### src/hw/rtl/rgb_strip_button_pairing_control_macros.svh
// Assertion macros for the controller RTL.
`ifndef RGB_STRIP_BUTTON_PAIRING_CONTROL_MACROS_SVH
`define RGB_STRIP_BUTTON_PAIRING_CONTROL_MACROS_SVH

`ifndef SYNTH

// Checked on every rising clock edge outside reset.
`define RSBP_ASSERT(name, clk, rst_n, prop) \
  name: assert property (@(posedge clk) disable iff (!rst_n) (prop)) \
    else $error("assertion failed");

// Implication form, checked outside reset.
`define RSBP_ASSERT_IMPL(name, clk, rst_n, ante, cons) \
  name: assert property (@(posedge clk) disable iff (!rst_n) (ante) |-> (cons)) \
    else $error("assertion failed");

// Implication whose consequent is checked in the next cycle.
`define RSBP_ASSERT_NEXT(name, clk, rst_n, ante, cons) \
  name: assert property (@(posedge clk) disable iff (!rst_n) (ante) |=> (cons)) \
    else $error("assertion failed");

`else

`define RSBP_ASSERT(name, clk, rst_n, prop)
`define RSBP_ASSERT_IMPL(name, clk, rst_n, ante, cons)
`define RSBP_ASSERT_NEXT(name, clk, rst_n, ante, cons)

`endif

`endif

### src/hw/rtl/rgbsbp_pkg.sv
`default_nettype none

package rgbsbp_pkg;

  typedef enum logic [1:0] {
    OpButton   = 2'd0,
    OpTick     = 2'd1,
    OpColor    = 2'd2,
    OpPairDone = 2'd3
  } op_e;

  // Configuration register indexes
  localparam logic [1:0] CfgInitialColor = 2'd0;
  localparam logic [1:0] CfgLongPress    = 2'd1;
  localparam logic [1:0] CfgShortPress   = 2'd2;

  localparam int unsigned ColorW = 24;
  localparam int unsigned CmdW   = 32;

  localparam logic [ColorW-1:0] PairBright   = 24'h00A000;
  localparam logic [ColorW-1:0] PairDim      = 24'h001000;
  localparam logic [ColorW-1:0] ResetColor   = 24'h808080;
  localparam logic [CmdW-1:0]   CmdOn        = 32'hFFFF_FFFF;
  localparam logic [CmdW-1:0]   CmdOff       = 32'h0000_0000;
  localparam logic [7:0]        ResetLong    = 8'd30;
  localparam logic [7:0]        ResetShort   = 8'd3;

endpackage

`default_nettype wire

### src/hw/rtl/rgb_strip_button_pairing_control.sv
// A result passes through the input register, then the result register, before
//   it is offered on the result channel; a stall on that channel holds it.
// Throughput: one input transaction per cycle, sustained while the result
//   channel does not stall; a held result still lets one item enter an empty
//   input register, then the input stalls.
// Reset (rst_ni low, asynchronous): pipeline empty, queue empty, not pairing,
//   strip on, blink bright, stored color 0x808080, press thresholds 30 and 3.
`default_nettype none
`include "rgb_strip_button_pairing_control_macros.svh"

module rgb_strip_button_pairing_control
  import rgbsbp_pkg::*;
#(
  parameter int unsigned QUEUE_DEPTH = 5
) (
  input  wire logic              clk_i,
  input  wire logic              rst_ni,
  // input channel
  input  wire logic              in_valid_i,
  output logic                   in_stall_o,
  input  wire logic [1:0]        op_i,
  input  wire logic              button_pressed_i,
  input  wire logic [CmdW-1:0]   command_value_i,
  // result channel
  output logic                   out_valid_o,
  input  wire logic              out_stall_i,
  output logic                   drive_valid_o,
  output logic [7:0]             red_level_o,
  output logic [7:0]             green_level_o,
  output logic [7:0]             blue_level_o,
  output logic                   report_valid_o,
  output logic [ColorW-1:0]      report_value_o,
  output logic                   save_request_o,
  output logic                   pairing_active_o,
  output logic                   queue_overflow_o,
  // configuration write channel
  input  wire logic              cfg_valid_i,
  output logic                   cfg_ready_o,
  input  wire logic [1:0]        cfg_index_i,
  input  wire logic [ColorW-1:0] cfg_data_i
);

  localparam int unsigned CntW = $clog2(QUEUE_DEPTH + 1);
  localparam logic [CntW-1:0] QueueFull = CntW'(QUEUE_DEPTH);

  // ---------------------------------------------------------------------------
  // Handshake. The input register holds one item; it moves into the result
  // register when that register is empty or being drained this cycle.
  // ---------------------------------------------------------------------------
  logic in_valid_q, in_valid_d;
  logic out_valid_q, out_valid_d;
  logic out_ready;
  logic advance;
  logic in_take;

  assign out_ready  = !out_valid_q || !out_stall_i;
  assign advance    = in_valid_q && out_ready;
  assign in_stall_o = in_valid_q && !out_ready;
  assign in_take    = in_valid_i && !in_stall_o;

  assign in_valid_d  = in_take ? 1'b1 : (advance ? 1'b0 : in_valid_q);
  assign out_valid_d = advance ? 1'b1 : (out_stall_i ? out_valid_q : 1'b0);

  // Config is always taken; the user must write it only while the block is idle (not enforced here).
  assign cfg_ready_o = 1'b1;

  // input payload register
  op_e             op_q;
  logic            pressed_q;
  logic [CmdW-1:0] cmd_q;

  always_ff @(posedge clk_i) begin
    if (in_take) begin
      op_q      <= op_e'(op_i);
      pressed_q <= button_pressed_i;
      cmd_q     <= command_value_i;
    end
  end

  // ---------------------------------------------------------------------------
  // Controller state
  // ---------------------------------------------------------------------------
  logic [7:0]        press_count_q, press_count_d;
  logic              pairing_q, pairing_d;
  logic              strip_on_q, strip_on_d;
  logic              blink_bright_q, blink_bright_d;
  logic [ColorW-1:0] stored_color_q, stored_color_d;
  logic [7:0]        long_ticks_q, long_ticks_d;
  logic [7:0]        short_ticks_q, short_ticks_d;
  logic [CntW-1:0]   fifo_count_q, fifo_count_d;

  // Command queue as a shift line: entry 0 is always the head, a push lands
  // at the current fill level, a pop shifts every entry down by one.
  logic [CmdW-1:0]   fifo_q [QUEUE_DEPTH];

  // per-item decisions
  logic              push_req;
  logic [CmdW-1:0]   push_val;
  logic              push_ok;
  logic              pop;
  logic              queue_full;

  // result fields
  logic              drive_d;
  logic [ColorW-1:0] color_d;
  logic              report_d;
  logic [ColorW-1:0] rep_d;
  logic              save_d;
  logic              ovf_d;

  assign queue_full = (fifo_count_q == QueueFull);

  always_comb begin
    press_count_d  = press_count_q;
    pairing_d      = pairing_q;
    strip_on_d     = strip_on_q;
    blink_bright_d = blink_bright_q;
    stored_color_d = stored_color_q;
    push_req       = 1'b0;
    push_val       = CmdOn;
    pop            = 1'b0;
    drive_d        = 1'b0;
    color_d        = '0;
    report_d       = 1'b0;
    rep_d          = '0;
    save_d         = 1'b0;

    if (advance) begin
      unique case (op_q)
        OpButton: begin
          if (pressed_q) begin
            // saturating press counter
            if (press_count_q < long_ticks_q) begin
              press_count_d = press_count_q + 8'd1;
            end
          end else begin
            if (press_count_q >= long_ticks_q && !pairing_q) begin
              pairing_d = 1'b1;
            end else if (press_count_q > short_ticks_q) begin
              if (pairing_q) begin
                // a press past the short threshold while pairing ends it and queues a strip-on command
                push_req  = 1'b1;
                push_val  = CmdOn;
                pairing_d = 1'b0;
              end else begin
                strip_on_d = !strip_on_q;
                push_req   = 1'b1;
                push_val   = strip_on_q ? CmdOff : CmdOn;
                report_d   = 1'b1;
                rep_d      = strip_on_q ? '0 : ColorW'(1);
              end
            end
            press_count_d = '0;
          end
        end
        OpTick: begin
          if (pairing_q) begin
            drive_d        = 1'b1;
            color_d        = blink_bright_q ? PairBright : PairDim;
            blink_bright_d = !blink_bright_q;
          end else if (fifo_count_q != '0) begin
            pop     = 1'b1;
            drive_d = 1'b1;
            if (fifo_q[0] == CmdOn) begin
              color_d  = stored_color_q;
              report_d = 1'b1;
              rep_d    = stored_color_q;
            end else if (fifo_q[0] == CmdOff) begin
              report_d = 1'b1;
            end else begin
              // top byte ignored; a zero color still gets stored and saved
              color_d        = fifo_q[0][ColorW-1:0];
              stored_color_d = fifo_q[0][ColorW-1:0];
              save_d         = 1'b1;
            end
          end
        end
        OpColor: begin
          push_req = 1'b1;
          push_val = cmd_q;
        end
        OpPairDone: begin
          push_req  = 1'b1;
          push_val  = CmdOn;
          pairing_d = 1'b0;
        end
      endcase
    end

    // writing initial_color loads the stored color at once
    if (cfg_valid_i && cfg_ready_o && cfg_index_i == CfgInitialColor) begin
      stored_color_d = cfg_data_i;
    end
  end

  assign push_ok = push_req && !queue_full;
  assign ovf_d   = push_req && queue_full;

  always_comb begin
    fifo_count_d = fifo_count_q;
    if (push_ok) begin
      fifo_count_d = fifo_count_q + CntW'(1);
    end else if (pop) begin
      fifo_count_d = fifo_count_q - CntW'(1);
    end
  end

  always_ff @(posedge clk_i) begin
    for (int i = 0; i < QUEUE_DEPTH; i++) begin
      if (push_ok && fifo_count_q == CntW'(i)) begin
        fifo_q[i] <= push_val;
      end else if (pop && i < QUEUE_DEPTH - 1) begin
        fifo_q[i] <= fifo_q[(i + 1) % QUEUE_DEPTH];
      end
    end
  end

  // configuration decode for the press thresholds
  always_comb begin
    long_ticks_d  = long_ticks_q;
    short_ticks_d = short_ticks_q;
    if (cfg_valid_i && cfg_ready_o) begin
      unique case (cfg_index_i)
        CfgLongPress:  long_ticks_d  = cfg_data_i[7:0];
        CfgShortPress: short_ticks_d = cfg_data_i[7:0];
        default: ;
      endcase
    end
  end

  always_ff @(posedge clk_i or negedge rst_ni) begin
    if (!rst_ni) begin
      in_valid_q     <= 1'b0;
      out_valid_q    <= 1'b0;
      press_count_q  <= '0;
      pairing_q      <= 1'b0;
      strip_on_q     <= 1'b1;
      blink_bright_q <= 1'b1;
      stored_color_q <= ResetColor;
      long_ticks_q   <= ResetLong;
      short_ticks_q  <= ResetShort;
      fifo_count_q   <= '0;
    end else begin
      in_valid_q     <= in_valid_d;
      out_valid_q    <= out_valid_d;
      press_count_q  <= press_count_d;
      pairing_q      <= pairing_d;
      strip_on_q     <= strip_on_d;
      blink_bright_q <= blink_bright_d;
      stored_color_q <= stored_color_d;
      long_ticks_q   <= long_ticks_d;
      short_ticks_q  <= short_ticks_d;
      fifo_count_q   <= fifo_count_d;
    end
  end

  // ---------------------------------------------------------------------------
  // Result register
  // ---------------------------------------------------------------------------
  logic              drive_q;
  logic [ColorW-1:0] color_q;
  logic              report_q;
  logic [ColorW-1:0] rep_q;
  logic              save_q;
  logic              pairing_out_q;
  logic              ovf_q;

  always_ff @(posedge clk_i) begin
    if (advance) begin
      drive_q       <= drive_d;
      color_q       <= color_d;
      report_q      <= report_d;
      rep_q         <= rep_d;
      save_q        <= save_d;
      pairing_out_q <= pairing_d;
      ovf_q         <= ovf_d;
    end
  end

  assign out_valid_o      = out_valid_q;
  assign drive_valid_o    = drive_q;
  assign red_level_o      = color_q[23:16];
  assign green_level_o    = color_q[15:8];
  assign blue_level_o     = color_q[7:0];
  assign report_valid_o   = report_q;
  assign report_value_o   = rep_q;
  assign save_request_o   = save_q;
  assign pairing_active_o = pairing_out_q;
  assign queue_overflow_o = ovf_q;

  // ---------------------------------------------------------------------------
  // Assertions
  // ---------------------------------------------------------------------------
  `RSBP_ASSERT(a_fifo_bound, clk_i, rst_ni, fifo_count_q <= QueueFull)
  `RSBP_ASSERT_NEXT(a_ovf_keeps_count, clk_i, rst_ni, advance && ovf_d, $stable(fifo_count_q))
  `RSBP_ASSERT_NEXT(a_pairing_out_tracks, clk_i, rst_ni, advance, pairing_out_q == pairing_q)
  `RSBP_ASSERT_IMPL(a_no_drive_dark, clk_i, rst_ni, out_valid_q && !drive_q, color_q == '0)
  `RSBP_ASSERT_IMPL(a_no_pop_empty, clk_i, rst_ni, pop, fifo_count_q != '0)

endmodule

`default_nettype wire

### config.mk
export PLATFORM = sky130hd
export DESIGN_NAME = rgb_strip_button_pairing_control
export DESIGN_NICKNAME = d
export VERILOG_FILES = /design/src/hw/rtl/rgbsbp_pkg.sv /design/src/hw/rtl/rgb_strip_button_pairing_control.sv
export VERILOG_INCLUDE_DIRS = /design/src /design/src/hw/rtl
export SDC_FILE = /design/constraint.sdc
export NUM_CORES = 1
export LEC_CHECK = 0
export BUFFER_PORTS_ARGS = -buffer_cell sky130_fd_sc_hd__buf_4
export CORE_MARGIN = 1
export CORE_UTILIZATION = 38
export DETAILED_ROUTE_END_ITERATION = 8
export HOLD_SLACK_MARGIN = 0.08
export PLACE_DENSITY_LB_ADDON = 0.1
export SYNTH_ARGS = -nofsm -noshare
export SYNTH_HDL_FRONTEND = slang
export SYNTH_SLANG_ARGS = --single-unit
export TNS_END_PERCENT = 100
### constraint.sdc
create_clock -name clk_i -period 7.6 [get_ports clk_i]
set_clock_uncertainty 0.05 [all_clocks]
set_input_delay 1.52 -clock clk_i [delete_from_list [all_inputs] [get_ports clk_i]]
set_output_delay 1.52 -clock clk_i [all_outputs]
set_load 0.01 [all_outputs]
# --- Word-level counts from Yosys, hierarchy flattened ---
# Memories as Yosys holds them, arrays and structs flattened.
# Index checks and enable logic that the tools add are counted.
word_totals:
  regBits: 144
  latchBits: 0
  ram_bits: 160
  mem_bits_ro: 0
  out_inout_bits: 56
  word_cells: 179
  n_memories: 1
classes:
  n_addsub: 3
  mul: 0
  n_div: 0
  n_lt_le_gt_ge: 3
  n_eq_ne: 16
  n_shift: 0
  mux: 87
  bitwise_logic: 9
  reduce_logical: 40
memory_table:
  columns: ["name", "words", "word_bits", "rd", "rd_clocked_by_memory_dff", "write_ports", "line", "source"]
  rows:
  - ["fifo_q", 5, 32, 5, 0, 4, "rgb_strip_button_pairing_control.sv:94", "logic [CmdW-1:0] fifo_q [QUEUE_DEPTH];"]
ops:
  columns: ["op", "n"]
  rows:
  - ["$mux 32", 11]
  - ["$mux 24", 14]
  - ["$pmux 32 s2", 1]
  - ["$mux 1", 51]
  - ["$pmux 24 s2", 1]
  - ["$eq 32x32->1 const B", 1]
  - ["$logic_not 32->1", 1]
  - ["$reduce_or 32->1", 1]
  - ["$mux 16", 1]
  - ["$mux 8", 2]
  - ["$logic_and 1x1->1", 12]
  - ["$reduce_and 6->1", 2]
  - ["$ne 2x1->1 const B", 5]
  - ["$reduce_bool 2->1", 5]
  - ["$mux 3", 3]
  - ["$add 8x1->8 const B", 1]
  - ["$ge 8x8->1", 1]
  - ["$gt 8x8->1", 1]
  - ["$logic_not 1->1", 8]
  - ["$lt 8x8->1", 1]
  - ["$eq 2x2->1 const B", 3]
  - ["$eq 3x2->1 const B", 2]
  - ["$eq 3x3->1 const B", 2]
  - ["$pmux 1 s2", 3]
  - ["14 further kinds", 25]

# --- Logic depth before layout (Yosys ltp) ---
# Gate-level depths: netlist of run 1.
depth:
  word_depth: 12
  ltp_mapped: 11
  depth_no_buf: 8

# --- Worst setup path before layout of run 1 ---
# Ideal clock, no wire load.
synth_timing:
  path_kind: "input port to flip-flop"
  startpoint: "input port out_stall_i"
  endpoint: "memory fifo_q[0][0], enable pin"
  setup_ns: 0.658
  arrival_time_ns: 4.279
  setup_slack_ns: 2.613
  stages: 7
  cell_sequence: "nand2_2 -> nand2_4 -> clkinv_2 -> nand4_1 -> clkbuf_1 -> clkbuf_1 -> o21ai_0"
synth_lines:
  columns: ["item", "line", "source"]
  rows:
  - ["from (decl)", "rgb_strip_button_pairing_control.sv:26", "input wire logic out_stall_i,"]
  - ["to (decl)", "rgb_strip_button_pairing_control.sv:94", null]

==> results.py, run 1 <==
metrics = {
    "outcome": {
        "status": "finished, final reports clean",
    },
    "placement": {
        "place.gp.congestion": 0.748,
        "port-buffer-count": 120,
        "placed_cells_incl_taps": 1577,
        "detailed_place_hpwl_mm": 17.6,
        "placement.cell_area_um2": 14400,
        "pre_cts_ws_ps": 2730,
    },
    "final_layout": {
        "area.growth.synth_to_final_pct": 17.8,
        "fillers": 3147,
        "postLayoutCellArea_um2": 15400,
        "layout.cells.most_common": "sky130_fd_sc_hd__edfxtp_1",
        "nNetsFinal": 1259,
        "most-common-layout-cells": "sky130_fd_sc_hd__edfxtp_1 (248), sky130_fd_sc_hd__a21oi_1 (202), sky130_fd_sc_hd__nor2_1 (143), sky130_fd_sc_hd__buf_4 (130), sky130_fd_sc_hd__nand2_1 (77)",
        "finish.cell_count_without_fillers": 1640,
        "layout-drive-gt1-share_pct": 18.7,
        "diodes": 0,
    },
    "cts": {
        "ctsResizeCount": 0,
        "cts_inserted_buffers": 35,
        "cts-root-to-sink-buffers": 3,
        "ctsHoldBuffers": 0,
        "cts_max_level": 2,
        "path_clk_slew_ps": 60,
        "clock_sink_total": 304,
        "post_cts.repair.setup_buffers": 0,
        "clkLatencyLatePin_ps": 510,
        "cts-root-buf": "sky130_fd_sc_hd__clkbuf_16",
        "tritoncts": "yes",
    },
    "sta": {
        "final.min_clock_period_ps": 4170,
        "final_hold_viol_count": 0,
        "timing.fmax_ghz": 0.240,
        "slew_viol_final": 0,
        "setup_viol_count_final": 0,
        "rsz0062_at_grt": "no",
        "post-route-worst-setup-slack_ps": 3430,
        "slew_headroom_pct": 25.1,
        "finalCritPeriodShare_pct": 54.9,
        "fin_worst_hold_slack_ps": 413,
        "setup_tns_ps": 0,
        "measured_slew_at_the_worst_slew_check_pin_ps": 1120,
    },
    "power_and_ir_drop": {
        "power.leakage_nw": 5.64,
        "power-per-cell-area_nw_per_um2": 269,
        "worst_ir_drop_vdd_mv": 0.176,
    },
    "logic_synthesis": {
        "synth_area_um2": 13100,
        "synth.yosys.seq_area_share_pct": 67.7,
        "synth_async_sr_flop_share_pct": 18.4,
        "mean_cell_area_of_the_mapped_netlist_um2": 12.4,
        "gate_count_post_synth": 1060,
        "netlist-cell-type-count": 60,
        "synth_nets": 1153,
        "yosys_warnings": 0,
        "yosys_register_bits": 304,
        "synth_edf_count": 248,
        "primary_ff_master_synth": "sky130_fd_sc_hd__edfxtp_1",
    },
    "detailed_routing": {
        "dr.first_iter.drc_count": 632,
        "route.detailed.vias_per_inst": 4.99,
        "avgRoutedWirePerCell_um": 17.3,
        "drt-total-wl_mm": 28.4,
        "detailroute.via_count": 8188,
        "ant_nets": 0,
        "drc": 0,
        "detailedRoute.firstPassIterationCount": 5,
    },
    "die": {
        "floorplan.die.height_um": 188,
        "start_util_pct": 38.9,
        "core.rowCount": 67,
        "fp.dieArea_um2": 35200,
        "floorplan.die.width_um": 188,
        "core_region_area_um2": 33700,
        "pin_count": 122,
    },
    "global_routing": {
        "grt_pass1_wl_mm": 45.3,
        "grt_antenna_before_repair": 0,
        "track_usage_pct": 16.2,
        "grt_start_max_net_pins": 134,
        "global_route.overflow_total": 0,
        "grt_pass1_vias": 7966,
    },
    "setup_path": {
        "timing.critical_path.slowest_stage_cell": "sky130_fd_sc_hd__clkinv_2",
        "timing.critical_path.cells": "buf_4, nand2_2, nand2_4, clkinv_2, nand4_1, buf_12, o21ai_2, buf_4",
        "crit_fanout": 133,
        "critPathMaxStageDelay_ps": 890,
        "setup.worst_path.end_class": "flip-flop",
        "worst_setup_path_start_kind": "input pin",
        "worst-setup-path-type": "in -> reg",
        "critPathArrivalTime_ps": 4340,
        "critPathMostFrequentCell": "sky130_fd_sc_hd__buf_4",
        "critical_path_required_ps": 7760,
    },
    "run": {
        "drv_cap": 0,
    },
    "worst_hold_path": {
        "holdCritPathClass": "reg -> reg",
    },
}
[area by class of cell]
type                    instances  area, µm²  share of cell area, %
clock buffers                  52        970                   6.29
well taps                     448        561                   3.63
multi-input cells             668       3850                   24.9
repair buffers                131        996                   6.46
flip-flops and latches        304       8860                   57.5
clock inverters                11       91.3                  0.592
inverters                      26       98.8                  0.641
[synthesized netlist by cell type (3+ instances only)]
library cell	number	area share, %
sky130_fd_sc_hd__nand2_1	77	2.2
sky130_fd_sc_hd__mux2i_1	25	1.9
sky130_fd_sc_hd__buf_4	3	0.17
sky130_fd_sc_hd__nand3_1	8	0.31
sky130_fd_sc_hd__dfrtp_1	45	8.6
sky130_fd_sc_hd__ha_1	27	2.6
sky130_fd_sc_hd__and2_1	24	1.1
sky130_fd_sc_hd__inv_1	25	0.72
sky130_fd_sc_hd__xnor2_1	7	0.47
sky130_fd_sc_hd__buf_2	15	0.57
sky130_fd_sc_hd__mux2_2	17	1.5
sky130_fd_sc_hd__clkbuf_1	35	1.0
sky130_fd_sc_hd__o21ai_0	26	0.99
sky130_fd_sc_hd__edfxtp_1	248	57
sky130_fd_sc_hd__nor4_1	9	0.43
sky130_fd_sc_hd__a21o_1	21	1.2
sky130_fd_sc_hd__dfstp_2	11	2.2
sky130_fd_sc_hd__and3_1	6	0.29
sky130_fd_sc_hd__nand2b_1	3	0.14
sky130_fd_sc_hd__nand4_1	15	0.72
sky130_fd_sc_hd__o21ai_1	10	0.38
sky130_fd_sc_hd__a21oi_1	202	7.7
sky130_fd_sc_hd__nor2b_1	4	0.19
sky130_fd_sc_hd__buf_6	9	0.77
sky130_fd_sc_hd__nor2_1	143	4.1
[cells by family after synthesis]
kind of cell	after synthesis	synth area share [%]
AND/OR/NAND/NOR	308	10.7
adder cells (fa/ha/maj)	27	2.58
buffers and inverters	88	3.28
flip-flops	304	67.7
multiplexers	43	3.46
XOR/XNOR	7	0.468
AO/OA/AOI/OAI	282	11.8
other	1	0.0286
[registers in the layout, indices dropped and copies added, names as in the netlist, 2 cells and up]
register and count:
stored_color_q 24, cmd_q 32, fifo_q 160, long_ticks_q 8
report_value_o 24, color_q 24, fifo_count_q 3, press_count_q 8
op_q 2, short_ticks_q 8
[path summary, 6_finish.rpt]
| kind | from | endpoint | slack (ps) | cells after the start |
|---|---|---|---|---|
| max | out_stall_i | fifo_q[0][83]$_DFFE_PP_ | 3430 | 8 |
| min | stored_color_q[23]$_DFFE_PN1P_ | stored_color_q[23]$_DFFE_PN1P_ | 410 | 2 |
| max reg2reg | press_count_q[7]$_DFFE_PN0P_ | fifo_q[0][7]$_DFFE_PP_ | 3670 | 8 |
| min reg2reg | stored_color_q[23]$_DFFE_PN1P_ | stored_color_q[23]$_DFFE_PN1P_ | 410 | 2 |
| max in group asynchronous | rst_ni | stored_color_q[9]$_DFFE_PN0P_ | 5910 | 1 |
| min in group asynchronous | rst_ni | in_valid_q$_DFFE_PN0P_ | 1030 | 1 |
[worst max-delay path, delay by kind of cell]
kind / cells / cell delay [ps]
buffers and inverters: 4 / 1690
AND/OR/NAND/NOR: 3 / 930
AO/OA/AOI/OAI: 1 / 100
[report_power, final]
| group | internal [mW] | switching (mW) | leakage (nW) | total [mW] |
|---|---|---|---|---|
| Combinational | 0.193 | 0.313 | 2.29 | 0.506 |
| Clock | 0.922 | 0.648 | 0.518 | 1.57 |
| Sequential | 1.99 | 0.0875 | 2.83 | 2.08 |
[per-stage QoR]
| stage | total power, mW | utilization, % |
|---|---|---|
| finish | 4.15 | 45.8 |
| global route | 4.35 | 45.8 |
| CTS | 4.21 | 45.8 |
| detailed placement | 2.62 | 42.6 |
| global placement | 2.61 | 42.6 |
| floorplan | 2.43 | - |
[metal layers]
layer	track usage, %	part of all wire (%)	vias up
li1	-	-	4075
met5	0	0	-
met2	24.7	44	195
met4	4.19	1.6	0
met3	2.66	4.8	35
met1	24.1	50	3883
(Power assumes the default switching activity.)
==> inputs of run 2 (changes only) <==
==> constraint.sdc (replaced) <==
create_clock -name clk_i -period 3.8 [get_ports clk_i]
set_clock_uncertainty 0.05 [all_clocks]
set_input_delay 0.76 -clock clk_i [delete_from_list [all_inputs] [get_ports clk_i]]
set_output_delay 0.76 -clock clk_i [all_outputs]
set_load 0.01 [all_outputs]
==> run 2 against run 1 <==
Compared with the run above: worst hold slack got worse by 130 ps; largest cell class unchanged; total power up 100%; highest routed layer unchanged; final cell count is 0.30% higher; first-iteration DRC count is 25% lower; global-route usage down 0.95 points; routed wire length fell by 5.8%.
==> results.py, run 2 (synthesis gave the netlist of run 1 again) <==
metrics = {
    "detailed_routing": {
        "avgRoutedWirePerCell_um": 16.3,
        "detailedRoute.firstPassIterationCount": 7,
        "dr.first_iter.drc_count": 472,
        "detailroute.via_count": 8010,
        "route.detailed.vias_per_inst": 4.87,
        "ant_nets": 0,
        "drc": 0,
        "drt-total-wl_mm": 26.8,
    },
    "setup_path": {
        "critPathArrivalTime_ps": 3160,
        "timing.critical_path.depth": 8,
        "timing.critical_path.buf_inv": 1,
        "origin_of_the_critical_flop_to_flop_path": "press_count_q[2]$_DFFE_PN0P_",
        "worst_setup_path_start_kind": "flip-flop",
        "critPathMaxStageDelay_ps": 620,
        "setup.worst_path.end_class": "flip-flop",
        "worst-r2r-setup-slack_ps": 790,
        "crit_fanout": 32,
        "worst-setup-path-type": "reg -> reg",
        "r2r_end": "fifo_q[0][46]$_DFFE_PP_",
        "timing.critical_path.cells": "ha_1, a21oi_1, o221ai_1, and3_1, o221a_2, o31ai_1, o21ai_2, buf_4",
        "timing.critical_path.slowest_stage_cell": "sky130_fd_sc_hd__o31ai_1",
        "worst_path_dominant_cell_family": "compound AO/OA/AOI/OAI gates",
        "r2r_cells": 8,
        "critical_path_required_ps": 3960,
    },
    "power_and_ir_drop": {
        "worst_ir_drop_vdd_mv": 0.303,
        "pwr-share-seq_pct": 49.9,
        "total_power_mw": 8.29,
        "internal_power_mw": 6.23,
        "power-per-cell-area_nw_per_um2": 535,
        "share_clk_of_total_power_pct": 37.8,
        "sw_frac_of_total_pct": 24.9,
        "power.leakage_nw": 5.67,
        "power_frac_comb_pct": 12.2,
        "p_sw_mw": 2.06,
    },
    "final_layout": {
        "diodes": 0,
        "largest_register": "fifo_q",
        "most-common-layout-cells": "sky130_fd_sc_hd__edfxtp_1 (248), sky130_fd_sc_hd__a21oi_1 (202), sky130_fd_sc_hd__nor2_1 (143), sky130_fd_sc_hd__buf_4 (134), sky130_fd_sc_hd__nand2_1 (77)",
        "area.growth.synth_to_final_pct": 18.3,
        "postLayoutCellArea_um2": 15500,
        "final_core_utilization_pct": 46.0,
        "largest_register_ff_count": 160,
        "fillers": 3109,
        "reg_top3": "fifo_q (160), cmd_q (32)",
        "layout.cells.most_common": "sky130_fd_sc_hd__edfxtp_1",
        "nNetsFinal": 1265,
        "layout-drive-gt1-share_pct": 19.0,
        "finish.cell_count_without_fillers": 1645,
    },
    "die": {
        "start_util_pct": 38.9,
        "floorplan.die.height_um": 188,
        "floorplan.die.width_um": 188,
        "fp.dieArea_um2": 35200,
        "pin_count": 122,
        "core.rowCount": 67,
        "core_region_area_um2": 33700,
    },
    "placement": {
        "placement.cell_area_um2": 14400,
        "port-buffer-count": 120,
        "pre_cts_ws_ps": 789,
        "place.gp.congestion": 0.769,
        "detailed_place_hpwl_mm": 17.6,
        "placed_cells_incl_taps": 1582,
    },
    "global_routing": {
        "track_usage_pct": 15.3,
        "grt_pass1_wl_mm": 43.4,
        "grt_pass1_vias": 7752,
        "global_route.overflow_total": 0,
        "grt_antenna_before_repair": 0,
        "grt_start_max_net_pins": 161,
    },
    "sta": {
        "post-route-worst-setup-slack_ps": 793,
        "final.min_clock_period_ps": 3010,
        "fin_worst_hold_slack_ps": 278,
        "setup_viol_count_final": 0,
        "slew_viol_final": 0,
        "rsz0062_at_grt": "no",
        "setup_tns_ps": 0,
        "timing.fmax_ghz": 0.333,
        "measured_slew_at_the_worst_slew_check_pin_ps": 789,
        "final_hold_viol_count": 0,
        "slew_headroom_pct": 47.4,
        "finalCritPeriodShare_pct": 79.1,
    },
    "cts": {
        "post_cts.repair.setup_buffers": 0,
        "clkLatencyLatePin_ps": 500,
        "cts-root-buf": "sky130_fd_sc_hd__clkbuf_16",
        "ctsResizeCount": 0,
        "tritoncts": "yes",
        "ctsHoldBuffers": 0,
        "clock_sink_total": 304,
        "cts-root-to-sink-buffers": 3,
        "cts_inserted_buffers": 36,
        "path_clk_slew_ps": 50,
        "cts_max_level": 2,
    },
    "run": {
        "drv_cap": 0,
    },
    "worst_hold_path": {
        "holdCritPathClass": "in -> async",
    },
    "outcome": {
        "status": "finished, final reports clean",
    },
}
[run 2: cell count changes in the layout (fill, tap and decap cells not counted), moves of 2 or more]
cell,change
sky130_fd_sc_hd__clkbuf_16,+2
sky130_fd_sc_hd__buf_4,+4
sky130_fd_sc_hd__clkbuf_1,-7
sky130_fd_sc_hd__clkinv_1,+7
sky130_fd_sc_hd__clkinvlp_4,+2
sky130_fd_sc_hd__inv_6,-4
sky130_fd_sc_hd__clkbuf_8,-2
[run 2: final cells by class]
class	instances	area, µm²	area share, %
inverter	26	98.8	0.638
sequential	304	8860	57.2
clock inverter	18	111	0.719
timing repair buffer	136	1050	6.75
clock buffer	45	966	6.24
multi-input combinational	668	3850	24.8
tap	448	561	3.62
[run 2: per-layer routing]
layer	share of wire, %	global-route usage [%]	vias to the layer above
met2	41	21.8	175
met5	0	0	-
met1	53	23.9	3702
met3	4.2	2.64	41
li1	-	-	4092
met4	1.9	3.97	0
[run 2: how the worst max path moves through the flow]
stage | startpoint | to
floorplan | long_ticks_q[1]$_DFFE_PN1P_ | fifo_q[0][32]$_DFFE_PP_
global placement | long_ticks_q[1]$_DFFE_PN1P_ | fifo_q[0][83]$_DFFE_PP_
detailed placement | press_count_q[2]$_DFFE_PN0P_ | fifo_q[0][50]$_DFFE_PP_
CTS | press_count_q[2]$_DFFE_PN0P_ | fifo_q[0][75]$_DFFE_PP_
global route | press_count_q[2]$_DFFE_PN0P_ | fifo_q[0][46]$_DFFE_PP_
finish | press_count_q[2]$_DFFE_PN0P_ | fifo_q[0][46]$_DFFE_PP_
[run 2: power by group through the flow]
stage	logic, mW	registers [mW]	clock network, mW
finish	1.01	4.14	3.13
global route	1.16	4.18	3.35
CTS	1.03	4.14	3.23
detailed placement	1.03	4.21	0
global placement	1.01	4.20	0
floorplan	0.670	4.18	0
[run 2: worst reg2reg max path, stage by stage, from the launching register on]
cell and delay [ps]:
sky130_fd_sc_hd__dfrtp_1 460, sky130_fd_sc_hd__ha_1 350, sky130_fd_sc_hd__a21oi_1 150, sky130_fd_sc_hd__o221ai_1 170
sky130_fd_sc_hd__and3_1 200, sky130_fd_sc_hd__o221a_2 300, sky130_fd_sc_hd__o31ai_1 630, sky130_fd_sc_hd__o21ai_2 110
sky130_fd_sc_hd__buf_4 280
